### config.mk
export PLATFORM = sky130hd
export DESIGN_NAME = wildcard_glob_matcher
export DESIGN_NICKNAME = d
export VERILOG_FILES = /design/src/design/wgm_pkg.sv /design/src/design/wgm_close.sv /design/src/design/wgm_step.sv /design/src/design/wildcard_glob_matcher.sv
export VERILOG_INCLUDE_DIRS = /design/src /design/src/design
export SDC_FILE = /design/constraint.sdc
export NUM_CORES = 1
export LEC_CHECK = 0
export BUFFER_PORTS_ARGS = -buffer_cell sky130_fd_sc_hd__buf_4
export CORE_MARGIN = 8
export CORE_UTILIZATION = 57
export DETAILED_ROUTE_END_ITERATION = 8
export PLACE_DENSITY = 0.81
export SLEW_MARGIN = 40
export SYNTH_ARGS = -nofsm -noshare
export SYNTH_HDL_FRONTEND = slang
export SYNTH_SLANG_ARGS = --single-unit
### constraint.sdc
create_clock -name aclk -period 4.8 [get_ports aclk]
set_input_delay 0.48 -clock aclk [delete_from_list [all_inputs] [get_ports aclk]]
set_output_delay 0.48 -clock aclk [all_outputs]
set_load 0.02 [all_outputs]
### src/design/assert_macros.svh
`ifndef ASSERT_MACROS_SVH
`define ASSERT_MACROS_SVH

// Same-cycle check: whenever the antecedent holds, the consequent holds too.
`define ASSERT_IMPLIES(label, ante, cons) \
    label: assert property (@(posedge aclk) disable iff (!aresetn) (ante) |-> (cons)) \
        else $error("assertion failed");

// Next-cycle check: the consequent holds in the cycle after the antecedent.
`define ASSERT_NEXT(label, ante, cons) \
    label: assert property (@(posedge aclk) disable iff (!aresetn) (ante) |=> (cons)) \
        else $error("assertion failed");

`endif

### src/design/wgm_pkg.sv
`timescale 1ns / 1ps

package wgm_pkg;

    // Pattern size and derived widths
    localparam int PATTERN_MAX    = 32;
    localparam int POS_W          = PATTERN_MAX + 1;
    localparam int LEN_W          = $clog2(PATTERN_MAX + 1);
    localparam int CLOSE_LEVELS   = $clog2(PATTERN_MAX + 1);
    localparam int CHAR_W         = 8;
    localparam int PLEN_W         = 6;
    localparam int NUM_WORDS      = 4;
    localparam int CHARS_PER_WORD = 8;

    // Configuration port
    localparam int CFG_INDEX_W = 3;
    localparam int CFG_DATA_W  = 64;

    localparam logic [CFG_INDEX_W-1:0] REG_PATTERN_LENGTH = 3'd0;
    localparam logic [CFG_INDEX_W-1:0] REG_CHARS_A        = 3'd1;
    localparam logic [CFG_INDEX_W-1:0] REG_CHARS_B        = 3'd2;
    localparam logic [CFG_INDEX_W-1:0] REG_CHARS_C        = 3'd3;
    localparam logic [CFG_INDEX_W-1:0] REG_CHARS_D        = 3'd4;

    // Wildcard bytes
    localparam logic [CHAR_W-1:0] CH_ANY_ONE = 8'h3F;
    localparam logic [CHAR_W-1:0] CH_ANY_RUN = 8'h2A;

    typedef logic [POS_W-1:0] pos_t;
    typedef logic [LEN_W-1:0] len_t;
    typedef logic [PATTERN_MAX-1:0][CHAR_W-1:0] pattern_t;

    typedef struct packed {
        logic [CHAR_W-1:0] text_char;
        logic              first_of_string;
        logic              last_of_string;
    } item_t;

endpackage

### src/design/wgm_close.sv
`timescale 1ns / 1ps

// Close a position set over '*': a reachable '*' at i also makes i+1
// reachable. Built as a log-depth prefix network (generate/propagate).
module wgm_close (
    input  wgm_pkg::pos_t                       set_in,
    input  logic [wgm_pkg::PATTERN_MAX-1:0]     run_mask,
    input  wgm_pkg::pos_t                       keep_mask,
    output wgm_pkg::pos_t                       set_out
);

    logic [wgm_pkg::POS_W-1:0] g_lvl [wgm_pkg::CLOSE_LEVELS+1];
    logic [wgm_pkg::POS_W-1:0] p_lvl [wgm_pkg::CLOSE_LEVELS+1];

    always_comb begin
        // Propagate into position k comes from a '*' at k-1
        g_lvl[0]    = set_in;
        p_lvl[0][0] = 1'b0;
        for (int k = 1; k < wgm_pkg::POS_W; k++) begin
            p_lvl[0][k] = run_mask[k-1];
        end
        // Double the span covered at each level
        for (int lvl = 0; lvl < wgm_pkg::CLOSE_LEVELS; lvl++) begin
            for (int k = 0; k < wgm_pkg::POS_W; k++) begin
                if (k >= (1 << lvl)) begin
                    g_lvl[lvl+1][k] = g_lvl[lvl][k]
                                    | (p_lvl[lvl][k] & g_lvl[lvl][k - (1 << lvl)]);
                    p_lvl[lvl+1][k] = p_lvl[lvl][k] & p_lvl[lvl][k - (1 << lvl)];
                end else begin
                    g_lvl[lvl+1][k] = g_lvl[lvl][k];
                    p_lvl[lvl+1][k] = p_lvl[lvl][k];
                end
            end
        end
        // Drop positions beyond the pattern length
        set_out = g_lvl[wgm_pkg::CLOSE_LEVELS] & keep_mask;
    end

endmodule

### src/design/wgm_step.sv
`timescale 1ns / 1ps

// Advance the reachable position set by one text byte.
module wgm_step (
    input  wgm_pkg::item_t    item,
    input  wgm_pkg::pos_t     state,
    input  wgm_pkg::pattern_t pattern,
    input  wgm_pkg::len_t     used_len,
    output wgm_pkg::pos_t     next_set,
    output logic              is_match
);

    logic [wgm_pkg::PATTERN_MAX-1:0] run_mask;
    logic [wgm_pkg::PATTERN_MAX-1:0] one_mask;
    wgm_pkg::pos_t                   keep_mask;
    wgm_pkg::pos_t                   cur_set;
    wgm_pkg::pos_t                   cur_closed;
    wgm_pkg::pos_t                   moved_set;

    // Classify each pattern position against this byte
    always_comb begin
        for (int i = 0; i < wgm_pkg::PATTERN_MAX; i++) begin
            run_mask[i] = (pattern[i] == wgm_pkg::CH_ANY_RUN) && (i < int'(used_len));
            one_mask[i] = (pattern[i] != wgm_pkg::CH_ANY_RUN) && (i < int'(used_len))
                        && ((pattern[i] == wgm_pkg::CH_ANY_ONE)
                            || (pattern[i] == item.text_char));
        end
        for (int k = 0; k < wgm_pkg::POS_W; k++) begin
            keep_mask[k] = (k <= int'(used_len));
        end
    end

    // Restart from position zero on the first byte of a string
    assign cur_set = item.first_of_string ? wgm_pkg::POS_W'(1) : state;

    wgm_close u_close_cur (
        .set_in    (cur_set),
        .run_mask  (run_mask),
        .keep_mask (keep_mask),
        .set_out   (cur_closed)
    );

    // '*' holds its position, '?' or an equal byte moves one on
    always_comb begin
        moved_set = '0;
        for (int i = 0; i < wgm_pkg::PATTERN_MAX; i++) begin
            moved_set[i]   = moved_set[i] | (cur_closed[i] & run_mask[i]);
            moved_set[i+1] = cur_closed[i] & one_mask[i];
        end
    end

    wgm_close u_close_next (
        .set_in    (moved_set),
        .run_mask  (run_mask),
        .keep_mask (keep_mask),
        .set_out   (next_set)
    );

    assign is_match = next_set[used_len];

endmodule

### src/design/wildcard_glob_matcher.sv
`timescale 1ns / 1ps

// Wildcard pattern matcher ('?' = any one byte, '*' = any run of bytes).
// Input channel s_*: one text byte per item with first/last-of-string
// flags. Result channel m_*: one is_match item per string, on its last
// byte; other bytes give no result.
// Configuration: cfg_wr_en/cfg_index/cfg_data write the pattern length
// (index 0) and the four 8-byte pattern words (indexes 1 to 4); other
// indexes are ignored. Write only while no string result is pending.
// Path: a last byte is taken into the input register, and its flag lands in
// the result register once that register is free (m_ready or empty).
// Throughput: one byte per cycle unless a last byte waits on m_ready, set by
// the combinational update of the reachable set (two closures, one shift step).
// Reset: the pattern is cleared, the set holds only position zero and
// both registers are empty.
// Stall: while a result waits on m_ready, middle bytes keep flowing at one
// per cycle; the next last byte is taken into the input register and holds
// s_ready low until the pending result is taken.
module wildcard_glob_matcher (
    input  logic                                aclk,
    input  logic                                aresetn,
    input  logic                                s_valid,
    output logic                                s_ready,
    input  logic [wgm_pkg::CHAR_W-1:0]          s_text_char,
    input  logic                                s_first_of_string,
    input  logic                                s_last_of_string,
    output logic                                m_valid,
    input  logic                                m_ready,
    output logic                                m_is_match,
    input  logic                                cfg_wr_en,
    input  logic [wgm_pkg::CFG_INDEX_W-1:0]     cfg_index,
    input  logic [wgm_pkg::CFG_DATA_W-1:0]      cfg_data
);

    `include "assert_macros.svh"

    logic [wgm_pkg::PLEN_W-1:0]     pattern_length_reg;
    logic [wgm_pkg::PLEN_W-1:0]     pattern_length_next;
    logic [wgm_pkg::CFG_DATA_W-1:0] pattern_words_reg  [wgm_pkg::NUM_WORDS];
    logic [wgm_pkg::CFG_DATA_W-1:0] pattern_words_next [wgm_pkg::NUM_WORDS];

    logic           in_valid_reg;
    logic           in_valid_next;
    wgm_pkg::item_t in_item_reg;
    wgm_pkg::item_t in_item_next;
    wgm_pkg::pos_t  state_reg;
    wgm_pkg::pos_t  state_next;
    logic           out_valid_reg;
    logic           out_valid_next;
    logic           is_match_reg;
    logic           is_match_next;

    wgm_pkg::pattern_t pattern_chars;
    wgm_pkg::len_t     used_len;
    wgm_pkg::pos_t     step_set;
    logic              step_match;
    logic              out_free;
    logic              advance;
    logic              tail_advance;
    logic              mid_advance;

    // Decode configuration writes
    always_comb begin
        pattern_length_next = pattern_length_reg;
        pattern_words_next  = pattern_words_reg;
        if (cfg_wr_en) begin
            unique case (cfg_index)
                wgm_pkg::REG_PATTERN_LENGTH: begin
                    pattern_length_next = cfg_data[wgm_pkg::PLEN_W-1:0];
                end
                wgm_pkg::REG_CHARS_A: begin
                    pattern_words_next[0] = cfg_data;
                end
                wgm_pkg::REG_CHARS_B: begin
                    pattern_words_next[1] = cfg_data;
                end
                wgm_pkg::REG_CHARS_C: begin
                    pattern_words_next[2] = cfg_data;
                end
                wgm_pkg::REG_CHARS_D: begin
                    pattern_words_next[3] = cfg_data;
                end
                default: begin
                end
            endcase
        end
    end

    // Unpack pattern bytes, low byte first
    for (genvar gi = 0; gi < wgm_pkg::PATTERN_MAX; gi++) begin : g_chars
        assign pattern_chars[gi] = pattern_words_reg[gi / wgm_pkg::CHARS_PER_WORD]
            [(gi % wgm_pkg::CHARS_PER_WORD) * wgm_pkg::CHAR_W +: wgm_pkg::CHAR_W];
    end

    // Clamp the length to the pattern size
    assign used_len = (pattern_length_reg > wgm_pkg::PLEN_W'(wgm_pkg::PATTERN_MAX))
                    ? wgm_pkg::LEN_W'(wgm_pkg::PATTERN_MAX)
                    : wgm_pkg::LEN_W'(pattern_length_reg);

    wgm_step u_step (
        .item     (in_item_reg),
        .state    (state_reg),
        .pattern  (pattern_chars),
        .used_len (used_len),
        .next_set (step_set),
        .is_match (step_match)
    );

    // Handshake: a last byte waits for a free result register
    assign out_free = !out_valid_reg || m_ready;
    assign advance  = in_valid_reg && (!in_item_reg.last_of_string || out_free);
    assign s_ready  = !in_valid_reg || advance;

    assign tail_advance = advance && in_item_reg.last_of_string;
    assign mid_advance  = advance && !in_item_reg.last_of_string;

    always_comb begin
        in_valid_next  = in_valid_reg;
        in_item_next   = in_item_reg;
        state_next     = state_reg;
        out_valid_next = out_valid_reg;
        is_match_next  = is_match_reg;

        // Hold or drain the result register
        if (m_ready) begin
            out_valid_next = 1'b0;
        end

        // Advance the item in the input register
        if (advance) begin
            in_valid_next = 1'b0;
            if (in_item_reg.last_of_string) begin
                state_next     = wgm_pkg::POS_W'(1);
                out_valid_next = 1'b1;
                is_match_next  = step_match;
            end else begin
                state_next = step_set;
            end
        end

        // Capture a new item
        if (s_valid && s_ready) begin
            in_valid_next = 1'b1;
            in_item_next  = '{text_char:       s_text_char,
                              first_of_string: s_first_of_string,
                              last_of_string:  s_last_of_string};
        end
    end

    always_ff @(posedge aclk) begin
        if (!aresetn) begin
            pattern_length_reg <= '0;
            for (int w = 0; w < wgm_pkg::NUM_WORDS; w++) begin
                pattern_words_reg[w] <= '0;
            end
            in_valid_reg  <= 1'b0;
            state_reg     <= wgm_pkg::POS_W'(1);
            out_valid_reg <= 1'b0;
        end else begin
            pattern_length_reg <= pattern_length_next;
            pattern_words_reg  <= pattern_words_next;
            in_valid_reg       <= in_valid_next;
            state_reg          <= state_next;
            out_valid_reg      <= out_valid_next;
        end
    end

    // Payload registers
    always_ff @(posedge aclk) begin
        in_item_reg  <= in_item_next;
        is_match_reg <= is_match_next;
    end

    assign m_valid    = out_valid_reg;
    assign m_is_match = is_match_reg;

    // Checks
    `ASSERT_NEXT(a_restart_after_end, tail_advance, state_reg == wgm_pkg::POS_W'(1) && m_valid)
    `ASSERT_NEXT(a_no_result_mid_string, mid_advance && out_free, !m_valid)
    `ASSERT_NEXT(a_stage_holds, in_valid_reg && !advance, in_valid_reg && $stable(in_item_reg))

endmodule
# Word level (Yosys, flattened, before mapping)

Cells that the tools add are included.

Bits in latches: 0
Bits of input ports: 82
Memory bits (writable): 0
Memories: 0
Register bits: 308
Output and inout bits: 3
ROM bits: 0
Logic and storage cells: 1092

Shift-type cells: 0
Equal/unequal tests: 132
Add/sub/neg operators: 0
Reduce and logical (&&, ||, !) cells: 144
Bitwise gates (word level): 728
Divide/modulo/power cells: 0
Order comparisons: 66
Multiply operators: 0
Muxes and demuxes: 10

Operators with widths:

| kind                                                                     | number |
|---|---|
| 8-bit by 6-bit equality test with 1-bit output (second input constant)   | 64 |
| 1-bit AND                                                                | 431 |
| 1-bit OR                                                                 | 295 |
| 8-bit equality test                                                      | 32 |
| 8-bit by 6-bit inequality test with 1-bit output (second input constant) | 32 |
| 1-bit logical AND                                                        | 98 |
| 5-bit by 6-bit <= comparator with 1-bit output (first input constant)    | 16 |
| 5-bit by 6-bit < comparator with 1-bit output (first input constant)     | 16 |
| 33-bit two-way mux                                                       | 2 |
| 4-bit by 6-bit <= comparator with 1-bit output (first input constant)    | 8 |
| 4-bit by 6-bit < comparator with 1-bit output (first input constant)     | 8 |
| 1-bit logical OR                                                         | 35 |
| 33-bit AND                                                               | 1 |
| 32-bit AND                                                               | 1 |
| 3-bit by 6-bit <= comparator with 1-bit output (first input constant)    | 4 |
| 3-bit by 6-bit < comparator with 1-bit output (first input constant)     | 4 |
| 2-bit by 6-bit <= comparator with 1-bit output (first input constant)    | 2 |
| 1-bit by 6-bit < comparator with 1-bit output (first input constant)     | 2 |
| 2-bit by 6-bit < comparator with 1-bit output (first input constant)     | 2 |
| 2-bit AND reduction                                                      | 6 |
| 6-bit by 7-bit < comparator with 1-bit output (second input constant)    | 1 |
| 1-bit binary-select mux with 6-bit select                                | 1 |
| 3-bit by 2-bit equality test with 1-bit output (second input constant)   | 2 |
| 6-bit greater-than comparator (second input constant)                    | 1 |
| 9 further kinds                                                          | 16 |

# Longest topological paths before layout

Depth after elaboration: 31
Depth in mapped cells: 20
Depth with buffers taken out: 16

# Cells and area by module

Synthesis repeated with hierarchy kept, for this count alone.

Cell total of the unflattened synthesis: 2224
Area total of the unflattened synthesis: 17674.5 µm²

By module, submodules not included:

| module                | area an instance (µm²) | sequential area each (µm²) | instances | cells each |
|---|---|---|---|---|
| wildcard_glob_matcher | 10158.5                | 6276.0                     | 1         | 1055 |
| wgm_step              | 5401.4                 | 0.0                        | 1         | 813 |
| wgm_close             | 1057.3                 | 0.0                        | 2         | 178 |

# Worst setup path before layout

No wires, ideal clock.

Path kind: flip-flop to flip-flop
From: register pattern_length_reg[2] in the netlist's numbering
To: register is_match_reg (netlist: m_is_match) (data pin)
Required time: 4529 ps
Cell stages (with the launch flop): 19
Slack: 333 ps
Period minus slack after synthesis: 4467 ps
Path buffers: 2
Library setup time: 271 ps
Data arrival time: 4197 ps
Cells stage by stage: dfxtp_1 > buf_6 > or4_1 > buf_2 > o2111ai_2 > a22oi_2 > nand2_2 > o31ai_2 > o311a_4 > o311a_1 > or3b_4 > a21oi_2 > a21oi_1 > nor4_2 > o2111ai_1 > a2111o_1 > a311o_1 > a211oi_1 > o221ai_1

Cells in the longest elaborated chain, start to end: 29
Elaborated cells on any way between the ends: 892
Classes of those cells: order compare: 65; mux: 3; bitwise: 728; reduce/logical: 96

Ends and longest elaborated chain:

| element                                                                                                               | RTL line                       | RTL |
|---|---|---|
| start: declaration                                                                                                    | wildcard_glob_matcher.sv:37    | `logic [wgm_pkg::PLEN_W-1:0] pattern_length_reg;` |
| start signal: assignment                                                                                              | wildcard_glob_matcher.sv:160   | `pattern_length_reg <= pattern_length_next;` |
| 6-bit greater-than comparator                                                                                         | wildcard_glob_matcher.sv:96    | `assign used_len = (pattern_length_reg > wgm_pkg::PLEN_W'(wgm_pkg::PATTERN_MAX))` |
| 6-bit two-way mux *                                                                                                   | wildcard_glob_matcher.sv:97    | `? wgm_pkg::LEN_W'(wgm_pkg::PATTERN_MAX)` |
| 1-bit by 6-bit < comparator with 1-bit output / 2-bit by 6-bit < comparator with 1-bit output (equally long branches) | wgm_step.sv:23, wgm_step.sv:24 |  |
| 1-bit logical AND                                                                                                     | wgm_step.sv:23                 | `run_mask[i] = (pattern[i] == wgm_pkg::CH_ANY_RUN) && (i < int'(used_len));` |
| 1-bit AND                                                                                                             | wgm_close.sv:27                | `\| (p_lvl[lvl][k] & g_lvl[lvl][k - (1 << lvl)]);` |
| 1-bit OR                                                                                                              | wgm_close.sv:27                |  |
| 1-bit AND                                                                                                             | wgm_close.sv:27                |  |
| 1-bit OR                                                                                                              | wgm_close.sv:27                |  |
| [... 12 more ...]                                                                                                     | n/a                            |  |
| 1-bit AND                                                                                                             | wgm_close.sv:27                |  |
| 1-bit OR                                                                                                              | wgm_close.sv:27                |  |
| 1-bit AND                                                                                                             | wgm_close.sv:27                |  |
| 1-bit OR (3 in a row)                                                                                                 | wgm_close.sv:27                |  |
| 33-bit AND                                                                                                            | wgm_close.sv:36                | `set_out = g_lvl[wgm_pkg::CLOSE_LEVELS] & keep_mask;` |
| 1-bit binary-select mux with 6-bit select *                                                                           | wgm_step.sv:59                 | `assign is_match = next_set[used_len];` |
| 1-bit two-way mux (implied by the code) *                                                                             | wgm_step.sv:59                 |  |
| named net step_match                                                                                                  | wildcard_glob_matcher.sv:56    | `logic step_match;` |
| end signal: assignment                                                                                                | wildcard_glob_matcher.sv:171   | `is_match_reg <= is_match_next;` |
| end: declaration                                                                                                      | wildcard_glob_matcher.sv:50    | `logic is_match_reg;` |

Mark *: on every way through the listed nets, which the timed path passes. The rest lies on a longest branch. The select of a mux whose other input is x is not followed.
A chain may end at the register's enable or synchronous reset.

# Worst setup path after layout

Ends and elaborated chain as after synthesis.

==> impl_results.md <==
* Status: finished with violations
* Violated checks: negative setup slack
* Critical path type: register to register
* R2R Path Start: pattern_length_reg[2]
* CP endpoint: m_is_match
* Fin Hold WS at 0.09330 ns
* Syn_area_per_cell at 7.501 um^2
* CORE AREA at 34370 um^2
* Setup violations, final at 1
* Worst R2R End: m_is_match
* DR pass1 iterations at 6
* Register bit count reported by yosys at 307
* Leakage at 0.008541 uW
* Vias in the first global route at 21720
* Skew-Pair Late Insertion Delay at 0.57 ns
* RD Place Congestion at 1.066
* Max Cap Violations at 0
* Final ANT Viol Nets at 0
* Hpwl dp at 61.89 mm
* Critical path capture point type: register
* Synth-to-Final Area Change at 27.21%
* Post-Route Skew at 0.02069 ns
* Ratio of cells with drive above 1 in the final layout at 21.58%
* CP Launch Type: register
* Setup slack at placement at -0.6420 ns
* Ports at 85
* Slew margin rel. at 41.98%
* Yosys top cell area share at 29.93%
* DRC at 0
* Max reg flops at 256
* Critical path arrival at 5.19 ns
* Worst R2R Path Depth at 22
* Bufs on Longest Clock Path at 3
* Most frequent cells in the layout: nand2_1, buf_4, dfxtp_1, a21boi_0, xnor2_1
* Synth cell types at 96
* Yosys warnings at 0
* FP Rows at 68
* Final min period at 4.900 ns
* Global-route wire length before repair at 126.0 mm
* Final Worst Setup Slack at -0.1003 ns
* Yosys top cell by area: dfxtp_1
* Clk slew on worst S/H paths at 0.06 ns
* Async SR Flop Fraction at 0%
* CTS root buf: clkbuf_16
* CTS H-Tree Depth at 2
* Final #Nets at 3053
* Starting density of the core at 57.61%
* Die span in y at 202.4 um
* Routed vias at 22260
* Fin. max-slew vios at 0
* Vias per cell at 6.445
* Fin. Hold Viols at 0
* RSZ-0062 raised after global routing: true
* Area contributors post-synth: dfxtp_1, nand2_1, xnor2_1
* Post-synth top flop: dfxtp_1
* Initial drt markers at 2731
* FF-to-FF setup slack at -0.10 ns
* Maximum clock rate at 204.1 MHz
* Worst Max-Slew Pin Slew at 0.8682 ns
* Total CTS buffers at 36
* CP max FO at 9
* Tot GR Track Use at 39.20%
* Mapped cell area at 19800 um^2
* Number of port buffers at 84
* Post-synth EDFFs at 11
* Post-Synthesis Cells at 2640
* Pin count of the biggest net entering global routing at 170
* Max VDD drop at 0.0003083 V
* Initial antenna violation count at 1
* CTS tree: done
* Die area at 40960 um^2
* Crit path from: pattern_length_reg[2]
* Most common cell after layout, fill and taps aside: nand2_1
* Die Wd at 202.4 um
* Fin crit share at 102.1%
* Remaining Overflow, GRT at 0
* Sequential area share after synthesis at 31.59%
* Num Clock Sinks at 307
* Routed WL at 83.89 mm
* Worst min path class: input port to register
* Power per cell area at 247.1 nW/um^2
* Post-Syn Nets at 2722
* Drt wl/cell at 24.29 um
* Worst EP required at 5.09 ns
[metrics by stage]
| step | TNS (ns) | area [um^2] | total power, uW | utilization [%] | std cells |
|---|---|---|---|---|---|
| after global routing | -0.3646 | 25190 | 6358 | 73.27 | 3453 |
| final | -0.1003 | 25190 | 6225 | 73.28 | 3454 |
| after global placement | -0.7072 | 23220 | 3374 | 67.55 | 3374 |
| after floorplan | 0 | 19800 | 3088 | - | 2640 |
| after CTS | 0 | 24880 | 6195 | 72.38 | 3447 |
| after detailed placement | -0.7921 | 23250 | 3398 | 67.63 | 3374 |
[Yosys cell counts, drive strengths merged (9+ instances only)]
| cell type | number |
|---|---|
| a2111oi | 11 |
| clkbuf | 122 |
| nand4b | 9 |
| and2 | 25 |
| o31ai | 17 |
| nand2 | 632 |
| and3 | 27 |
| nor2b | 31 |
| xor2 | 24 |
| nor2 | 142 |
| a21o | 21 |
| a211oi | 10 |
| a21boi | 266 |
| nor4 | 17 |
| nand4 | 81 |
| a31oi | 23 |
| o22ai | 19 |
| nand2b | 15 |
| o21ai | 90 |
| buf | 45 |
| xnor2 | 232 |
| or2 | 18 |
| o211ai | 14 |
| dfxtp | 296 |
| or3 | 30 |
| inv | 18 |
| edfxtp | 11 |
| nand3 | 48 |
| or4 | 11 |
| nor3 | 70 |
| a22oi | 24 |
| a21oi | 92 |
| o21a | 10 |
[how the worst min path moves through the flow]
stage	start	end	slack [ns]	depth (start not counted)
final	s_last_of_string	in_item_reg[0]	0.09	1
after detailed placement	pattern_chars[182]	pattern_chars[182]	0.48	2
after floorplan	state_reg[20]	state_reg[20]	0.45	2
after CTS	s_text_char[3]	in_item_reg[5]	0.08	1
after global routing	s_text_char[5]	in_item_reg[7]	0.09	1
after global placement	pattern_chars[153]	pattern_chars[153]	0.47	2
[per-layer routing]
metal  GRT usage [%]  part of all wire [%]  up-vias
met4           22.14                   5.7        0
met2           59.88                    44     1385
met5               0                     0        -
met1           50.70                    40    10590
met3           8.453                    11      318
li1                -                     -     9966
[logic make-up (layout without fill, tap and decap cells)]
kind of cell	after synthesis	in the layout	synth area share (%)
xor+xnor	256	256	11.32
mux	6	6	0.3096
simple gates	1189	1189	27.84
flops	307	307	31.59
buf+inv	186	544	3.791
compound gates	696	696	25.14
other cells	0	1	0
[critical path: stages (launching register included)]
cell	delay (ns)
dfxtp_2	0.37
buf_4	0.15
buf_4	0.15
a211o_1	0.30
a21oi_2	0.20
buf_4	0.17
o41a_1	0.20
o41ai_2	0.13
a41oi_2	0.18
buf_6	0.15
buf_12	0.10
a31oi_2	0.11
o21bai_2	0.26
a21oi_1	0.14
buf_4	0.15
o22ai_1	0.15
o21ai_2	0.11
and3_1	0.19
a311o_1	0.32
a2111o_1	0.39
a311o_1	0.28
a211oi_2	0.24
o221ai_2	0.15
[what timing repair did]
item | 4_1_cts | 5_1_grt
pin swaps | 35 | 31
resized for setup | 71 | 47
endpoints found under the setup margin | 3 | 4
setup buffers | 8 | 5
endpoints found under the hold margin | 0 | 0
hold buffers | 0 | 0
[final cells by class]
cell class,count,area [um^2]
clock inverter,11,168.9
antenna,1,2.502
clock buffer,54,1059
inverter,19,71.32
fill,2689,9184
timing repair buffer,460,3655
multi-input combinational,2147,13410
tap,455,569.3
sequential,307,6259
[power breakdown]
| part | internal [uW] | switching, uW |
|---|---|---|
| Combinational | 294 | 410 |
| Clock | 1660 | 1190 |
| Sequential | 2620 | 60.7 |
| Total | 4570 | 1660 |
Power figures use the tool's default switching activity.
